==> src/hw/rtl/shapad_pkg.sv <==
package shapad_pkg;

    localparam int COUNT_W = 61;
    localparam int LEN_W = 64;

    localparam logic [7:0] PAD_MARK = 8'h80;
    localparam logic [7:0] PAD_ZERO = 8'h00;
    localparam logic [5:0] LEN_POS = 6'd56;
    localparam logic [1:0] WORD_LAST_BYTE = 2'd3;
    localparam logic [2:0] LEN_LAST_BYTE = 3'd7;

    typedef enum logic [1:0] {
        ST_IDLE,
        ST_MARK,
        ST_ZERO,
        ST_LEN
    } t_state;

    typedef struct packed {
        logic       step;
        logic       clear;
        logic       last;
        logic [7:0] data;
    } t_pack_ctrl;

    typedef struct packed {
        logic [COUNT_W-1:0] count;
    } t_pack_stat;

endpackage

==> src/hw/rtl/shapad_in_if.sv <==
interface shapad_in_if;
    logic       valid;
    logic       ready;
    logic [7:0] data_byte;
    logic       last_byte;
    logic       empty_message;

    modport source (output valid, output data_byte, output last_byte,
                    output empty_message, input ready);
    modport sink (input valid, input data_byte, input last_byte,
                  input empty_message, output ready);
endinterface

==> src/hw/rtl/shapad_out_if.sv <==
interface shapad_out_if;
    logic        valid;
    logic        ready;
    logic [31:0] block_word;
    logic        last_word;

    modport source (output valid, output block_word, output last_word, input ready);
    modport sink (input valid, input block_word, input last_word, output ready);
endinterface

==> src/hw/rtl/shapad_packer.sv <==
module shapad_packer
    import shapad_pkg::*;
(
    input  logic        i_clk,
    input  logic        i_rst_n,
    input  t_pack_ctrl  i_ctrl,
    output t_pack_stat  o_stat,
    output logic        o_emit,
    output logic [31:0] o_word
);

    logic [23:0]        r_partial;
    logic [COUNT_W-1:0] r_count;
    logic [23:0]        n_partial;
    logic [COUNT_W-1:0] n_count;
    logic               word_done;

    assign word_done = (r_count[1:0] == WORD_LAST_BYTE);
    assign o_emit = i_ctrl.step && word_done;
    assign o_word = {r_partial, i_ctrl.data};
    assign o_stat.count = r_count;

    always_comb begin
        n_partial = r_partial;
        n_count = r_count;
        if (i_ctrl.step) begin
            n_partial = word_done ? 24'd0 : {r_partial[15:0], i_ctrl.data};
            n_count = i_ctrl.clear ? '0 : r_count + COUNT_W'(1);
        end
    end

    always_ff @(posedge i_clk) begin
        if (!i_rst_n) begin
            r_partial <= '0;
            r_count <= '0;
        end else begin
            r_partial <= n_partial;
            r_count <= n_count;
        end
    end

endmodule

==> src/hw/rtl/shapad_seq.sv <==
module shapad_seq
    import shapad_pkg::*;
(
    input  logic       i_clk,
    input  logic       i_rst_n,
    input  logic       i_valid,
    input  logic [7:0] i_data_byte,
    input  logic       i_last_byte,
    input  logic       i_empty_message,
    input  logic       i_slot_free,
    input  t_pack_stat i_stat,
    output logic       o_ready,
    output t_pack_ctrl o_ctrl
);

    t_state           r_state;
    t_state           n_state;
    logic [LEN_W-1:0] r_len_bits;
    logic [2:0]       r_len_idx;
    logic             accept;
    logic             can_step;

    assign accept = i_valid && o_ready;
    assign can_step = i_slot_free || (i_stat.count[1:0] != WORD_LAST_BYTE);

    always_comb begin
        n_state = r_state;
        case (r_state)
            ST_IDLE: begin
                if (accept && (i_empty_message || i_last_byte)) begin
                    n_state = ST_MARK;
                end
            end
            ST_MARK: begin
                if (o_ctrl.step) begin
                    n_state = ST_ZERO;
                end
            end
            ST_ZERO: begin
                if (i_stat.count[5:0] == LEN_POS) begin
                    n_state = ST_LEN;
                end
            end
            ST_LEN: begin
                if (o_ctrl.step && (r_len_idx == LEN_LAST_BYTE)) begin
                    n_state = ST_IDLE;
                end
            end
            default: n_state = ST_IDLE;
        endcase
    end

    always_comb begin
        o_ready = 1'b0;
        o_ctrl.step = 1'b0;
        o_ctrl.clear = 1'b0;
        o_ctrl.last = 1'b0;
        o_ctrl.data = PAD_ZERO;
        case (r_state)
            ST_IDLE: begin
                o_ready = i_slot_free;
                o_ctrl.step = accept && !i_empty_message;
                o_ctrl.data = i_data_byte;
            end
            ST_MARK: begin
                o_ctrl.step = can_step;
                o_ctrl.data = PAD_MARK;
            end
            ST_ZERO: begin
                o_ctrl.step = can_step && (i_stat.count[5:0] != LEN_POS);
            end
            ST_LEN: begin
                o_ctrl.step = can_step;
                o_ctrl.data = r_len_bits[LEN_W-1 -: 8];
                o_ctrl.last = (r_len_idx == LEN_LAST_BYTE);
                o_ctrl.clear = o_ctrl.last;
            end
            default: begin
                o_ready = 1'b0;
            end
        endcase
    end

    always_ff @(posedge i_clk) begin
        if (!i_rst_n) begin
            r_state <= ST_IDLE;
            r_len_idx <= '0;
        end else begin
            r_state <= n_state;
            if (r_state == ST_MARK && o_ctrl.step) begin
                r_len_idx <= '0;
            end else if (r_state == ST_LEN && o_ctrl.step) begin
                r_len_idx <= r_len_idx + 3'd1;
            end
        end
    end

    always_ff @(posedge i_clk) begin
        if (r_state == ST_MARK && o_ctrl.step) begin
            r_len_bits <= {i_stat.count, 3'b000};
        end else if (r_state == ST_LEN && o_ctrl.step) begin
            r_len_bits <= {r_len_bits[LEN_W-9:0], PAD_ZERO};
        end
    end

endmodule

==> src/hw/rtl/sha256_message_padder.sv <==
// Packs a message, one byte per input item, into big-endian 32-bit words and
// appends the SHA-256 padding and the 64-bit bit length when the message ends.
// The input channel carries data_byte, last_byte and empty_message; an item
// with empty_message set carries no byte and ends the message at once.
// The output channel carries block_word and last_word, which marks the final
// word of the padded message.
// Message bytes are taken one per cycle while the output register is free.
// A word appears in the output register the cycle after the item that supplies
// its fourth byte. After a final item the byte sequencer feeds the shared byte
// packer one pad byte per cycle unless it would complete a word while the
// output register is full: the 0x80 mark, zero bytes up to position 56 of the
// block, a length turn and eight length bytes. No item is taken meanwhile.
// The output register holds one word. While the receiver stalls, the packer
// waits whenever its next byte would complete a word, so nothing is dropped.
// A synchronous reset clears the byte count, the partial word and the output
// valid flag, and the block starts a new message.
module sha256_message_padder
    import shapad_pkg::*;
(
    input  logic         i_clk,
    input  logic         i_rst_n,
    shapad_in_if.sink    i_in,
    shapad_out_if.source o_out
);

    t_pack_ctrl  pack_ctrl;
    t_pack_stat  pack_stat;
    logic        pack_emit;
    logic [31:0] pack_word;
    logic        slot_free;
    logic        r_out_valid;
    logic [31:0] r_out_word;
    logic        r_out_last;

    assign slot_free = !r_out_valid || o_out.ready;

    shapad_seq u_seq (
        .i_clk           (i_clk),
        .i_rst_n         (i_rst_n),
        .i_valid         (i_in.valid),
        .i_data_byte     (i_in.data_byte),
        .i_last_byte     (i_in.last_byte),
        .i_empty_message (i_in.empty_message),
        .i_slot_free     (slot_free),
        .i_stat          (pack_stat),
        .o_ready         (i_in.ready),
        .o_ctrl          (pack_ctrl)
    );

    shapad_packer u_packer (
        .i_clk   (i_clk),
        .i_rst_n (i_rst_n),
        .i_ctrl  (pack_ctrl),
        .o_stat  (pack_stat),
        .o_emit  (pack_emit),
        .o_word  (pack_word)
    );

    always_ff @(posedge i_clk) begin
        if (!i_rst_n) begin
            r_out_valid <= 1'b0;
        end else if (pack_emit) begin
            r_out_valid <= 1'b1;
        end else if (o_out.ready) begin
            r_out_valid <= 1'b0;
        end
    end

    always_ff @(posedge i_clk) begin
        if (pack_emit) begin
            r_out_word <= pack_word;
            r_out_last <= pack_ctrl.last;
        end
    end

    assign o_out.valid = r_out_valid;
    assign o_out.block_word = r_out_word;
    assign o_out.last_word = r_out_last;

endmodule

==> src/flat_wrapper.sv <==
// flat-port wrapper written by rule: the top's interface ports become plain ports
module sha256_message_padder_flat import shapad_pkg::*;
  (i_clk, i_rst_n, i_in_valid, i_in_data_byte, i_in_last_byte, i_in_empty_message, i_in_ready, o_out_valid, o_out_block_word, o_out_last_word, o_out_ready);
  shapad_in_if i_in_i ();
  shapad_out_if o_out_i ();
  input  logic i_clk;
  input  logic i_rst_n;
  input wire logic [$bits(i_in_i.valid)-1:0] i_in_valid;
  input wire logic [$bits(i_in_i.data_byte)-1:0] i_in_data_byte;
  input wire logic [$bits(i_in_i.last_byte)-1:0] i_in_last_byte;
  input wire logic [$bits(i_in_i.empty_message)-1:0] i_in_empty_message;
  output wire logic [$bits(i_in_i.ready)-1:0] i_in_ready;
  output wire logic [$bits(o_out_i.valid)-1:0] o_out_valid;
  output wire logic [$bits(o_out_i.block_word)-1:0] o_out_block_word;
  output wire logic [$bits(o_out_i.last_word)-1:0] o_out_last_word;
  input wire logic [$bits(o_out_i.ready)-1:0] o_out_ready;
  assign i_in_i.valid = i_in_valid;
  assign i_in_i.data_byte = i_in_data_byte;
  assign i_in_i.last_byte = i_in_last_byte;
  assign i_in_i.empty_message = i_in_empty_message;
  assign i_in_ready = i_in_i.ready;
  assign o_out_valid = o_out_i.valid;
  assign o_out_block_word = o_out_i.block_word;
  assign o_out_last_word = o_out_i.last_word;
  assign o_out_i.ready = o_out_ready;
  sha256_message_padder u_core (.i_clk(i_clk), .i_rst_n(i_rst_n), .i_in(i_in_i), .o_out(o_out_i));
endmodule
==> config.mk <==
export PLATFORM = sky130hd
export DESIGN_NAME = sha256_message_padder_flat
export DESIGN_NICKNAME = d
export VERILOG_FILES = /design/src/hw/rtl/shapad_pkg.sv /design/src/hw/rtl/shapad_in_if.sv /design/src/hw/rtl/shapad_out_if.sv /design/src/hw/rtl/shapad_packer.sv /design/src/hw/rtl/shapad_seq.sv /design/src/hw/rtl/sha256_message_padder.sv /design/src/flat_wrapper.sv
export SDC_FILE = /design/constraint.sdc
export NUM_CORES = 1
export LEC_CHECK = 0
export ABC_AREA = 0
export BUFFER_PORTS_ARGS = -buffer_cell sky130_fd_sc_hd__buf_2
export CORE_UTILIZATION = 40
export DETAILED_ROUTE_END_ITERATION = 10
export PLACE_DENSITY = 0.56
export REMOVE_ABC_BUFFERS = 1
export SYNTH_ARGS = -nofsm -noshare
export SYNTH_HDL_FRONTEND = slang
export SYNTH_SLANG_ARGS = --single-unit
==> constraint.sdc <==
create_clock -name i_clk -period 4.3 [get_ports i_clk]
set_clock_uncertainty 0.1 [all_clocks]
set_input_delay 0.215 -clock i_clk [delete_from_list [all_inputs] [get_ports i_clk]]
set_output_delay 0.215 -clock i_clk [all_outputs]
set_load 0.02 [all_outputs]
==> results.cfg <==
[setup_path]
cpLargestDelayFamily = simple AND/OR/NAND/NOR gates
cpMaxStageDelayCell = ha_1
max_stage_delay_ns = 0.57
cp_num_buf_inv = 1
reg2reg_slack_ns = 0.74
cp_data_arrival_time_ns = 3.82
critPathRequiredTime_ns = 4.56
startpoint = u_core.u_seq.r_state[0]
cp-start-kind = flop
endpoint_kind = flop
path_cells = inv_1, ha_1, nor3_1, a31oi_1, a22o_1, nand4_1, or4_1, a21oi_1
crit_type = reg -> reg
worstPathMaxFanout = 19
r2r_start = u_core.u_seq.r_state[0]

[synthesis]
netlist-cell-type-count = 50
synth.top_cell.area_share_pct = 35.40
yosysMostFrequentCell = nand2_1
synth_area_leaders = edfxtp_1, dfxtp_1, nand2_1
yosysWarnings = 0
synthArstFlopShare_pct = 0
netlist_instances = 804
ys_ff_latch = 185
yosysTopAreaCell = edfxtp_1
synth_edf_count = 94
synthTopCellsByCount = nand2_1, edfxtp_1, dfxtp_1
netlist_area_sq_um = 7973
syn_avg_cell_area_sq_um = 9.916
synth_flop_cell = edfxtp_1
synth_seq_area_share_pct = 58.25

[clock_tree]
cts.htree.levels = 4
clk_latency_ns = 0.44
cts_tree = yes
post_cts_buffers = 0
cts_resized = 0
hold_buffers = 0
cts_root_buf = clkbuf_16
cts_sinks = 185
cts-buffers-inserted = 17
clockBufferDepth = 2
path_clk_slew_ns = 0.07

[timing]
fmax_mhz = 280.7
setup-violations-final = 0
hold_viol_final = 0
period_share_pct = 82.84
min_period_ns = 3.562
final_max_slew_viol_count = 0
max_slew_margin_pct = 28.34
worstMarginPinSlew_ns = 1.075
rsz0062_at_grt = no

[route]
drc = 0
drt-total-wl_um = 17640
dr_total_vias = 5833
dr.pass1.iters = 4
routedWlPerCell_um = 15.81
drtAntennaViolNets = 0
drt_iter0_drc = 364
via_per_inst = 5.227

[placed_design]
dp_hpwl_um = 11900
numPortBuffers = 48
placed_area_sq_um = 8492
gp_congestion = 0.8223

[pwr]
powerDensity_nw_per_um2 = 471.1
p_leak_nw = 3.260
finalPower_mw = 4.274
irDropWorstVdd_mv = 0.2808

[global_routing]
grt_pass1_wl_um = 28900
grt_max_degree = 55
grt_pass1_vias = 5704
grt.total_usage_pct = 18.55
grt-ovfl-total = 0
antenna_found_initial = 0

[worst_hold_path]
min-delay-start = i_in_data_byte[7]
hold_class = in -> reg

[layout]
final_cell_area_sq_um = 9072
fin_nets = 861
syn_to_final_growth_pct = 13.79
fillers = 1889
drive_above_1_share_pct = 12.22
diodes = 0

[die]
die_area_sq_um = 20500
num_rows = 51
initial_utilization_pct = 40.83
fp.dieW_um = 143.2
fp.dieH_um = 143.2
io_pins = 49
fp.coreArea_sq_um = 19530

[flow_run]
drv_cap = 0

[outcome]
status = finished, final reports clean
## flip-flops by register name, summed over array words and instances, names as in the netlist
signal and cells:
u_core.u_packer.o_stat 61, u_core.u_seq.r_len_bits 61, u_core.o_out.block_word 32, u_core.u_packer.r_partial 24, u_core.u_seq.r_len_idx 3, u_core.u_seq.r_state 2, u_core.o_out.last_word 1, u_core.o_out.valid 1
## routing by layer
| layer | track usage, % | part of all wire, % |
|---|---|---|
| met2 | 31.45 | 49 |
| met1 | 22.97 | 46 |
| met3 | 3.219 | 3.0 |
| met4 | 8.489 | 2.1 |
| met5 | 0 | 0 |
## area by class of cell
class / instances / area [sq um] / area share, %
clock buffers: 17 / 425.4 / 4.689
inverters: 13 / 48.80 / 0.5379
well taps: 265 / 331.6 / 3.655
clock inverters: 15 / 155.1 / 1.710
repair buffers: 56 / 312.8 / 3.448
multi-input cells: 565 / 3154 / 34.77
flip-flops and latches: 185 / 4644 / 51.19
## where the power goes
group | switching [mW] | internal, mW
registers | 0.0537 | 2.02
clock network | 0.751 | 0.774
logic | 0.475 | 0.205
total | 1.28 | 2.99
## worst paths after layout
check | to | cells after the start
worst min register to register | u_core.o_out.block_word[27] | 0
worst max-delay path | u_core.u_packer.o_stat[55] | 8
worst min-delay path | u_core.o_out.block_word[7] | 3
worst max register to register | u_core.u_packer.o_stat[55] | 8
## cells by family after synthesis
group | after synthesis | share of synthesized area, %
fa+ha+maj | 9 | 1.412
xor+xnor | 36 | 3.955
compound gates | 103 | 7.549
buf+inv | 54 | 2.684
simple gates | 413 | 25.64
flops | 185 | 58.25
mux | 4 | 0.5022
## layout by cell type (no fill, tap or decap), types with 4 or more instances in the layout
master and count:
o31ai_1 6, xor2_1 16, a22oi_1 10, nand4_1 18, inv_8 4, nor3b_1 19, ha_1 9, nand3_1 22
mux2i_1 4, or4_1 6, xnor2_1 20, nand2_1 180, or3_1 17, edfxtp_1 94, nor2b_1 29, clkbuf_16 17
inv_1 12, a21oi_1 49, nor4_1 14, o21ai_0 23, buf_4 7, and4_1 5, nor3_1 17, dfxtp_1 91
nor2_1 54, and3_1 6, buf_2 48, and2_1 11, inv_6 4
## worst register-to-register path, delay by kind of cell (launching register included)
family / cells / cell delay, ns
AO/OA/AOI/OAI: 3 / 1.17
adder cells (fa/ha/maj): 1 / 0.57
buffers and inverters: 1 / 0.12
flip-flops: 1 / 0.35
AND/OR/NAND/NOR: 3 / 1.19
## through the flow
| stage | hold slack, ns | setup WS (ns) | instances | setup TNS (ns) | util (%) |
|---|---|---|---|---|---|
| after floorplan | 0.2328 | -1.627 | 763 | -249.68 | - |
| after CTS | 0.02095 | 0.7692 | 1116 | 0 | 46.46 |
| after global routing | 0.05621 | 0.4893 | 1116 | 0 | 46.46 |
| after detailed placement | 0.3184 | 0.8019 | 1084 | 0 | 43.49 |
| after global placement | 0.3109 | 0.9735 | 1084 | 0 | 43.49 |
| final | 0.05499 | 0.7380 | 1116 | 0 | 46.46 |
No activity file was read; power rests on OpenSTA's default activity.
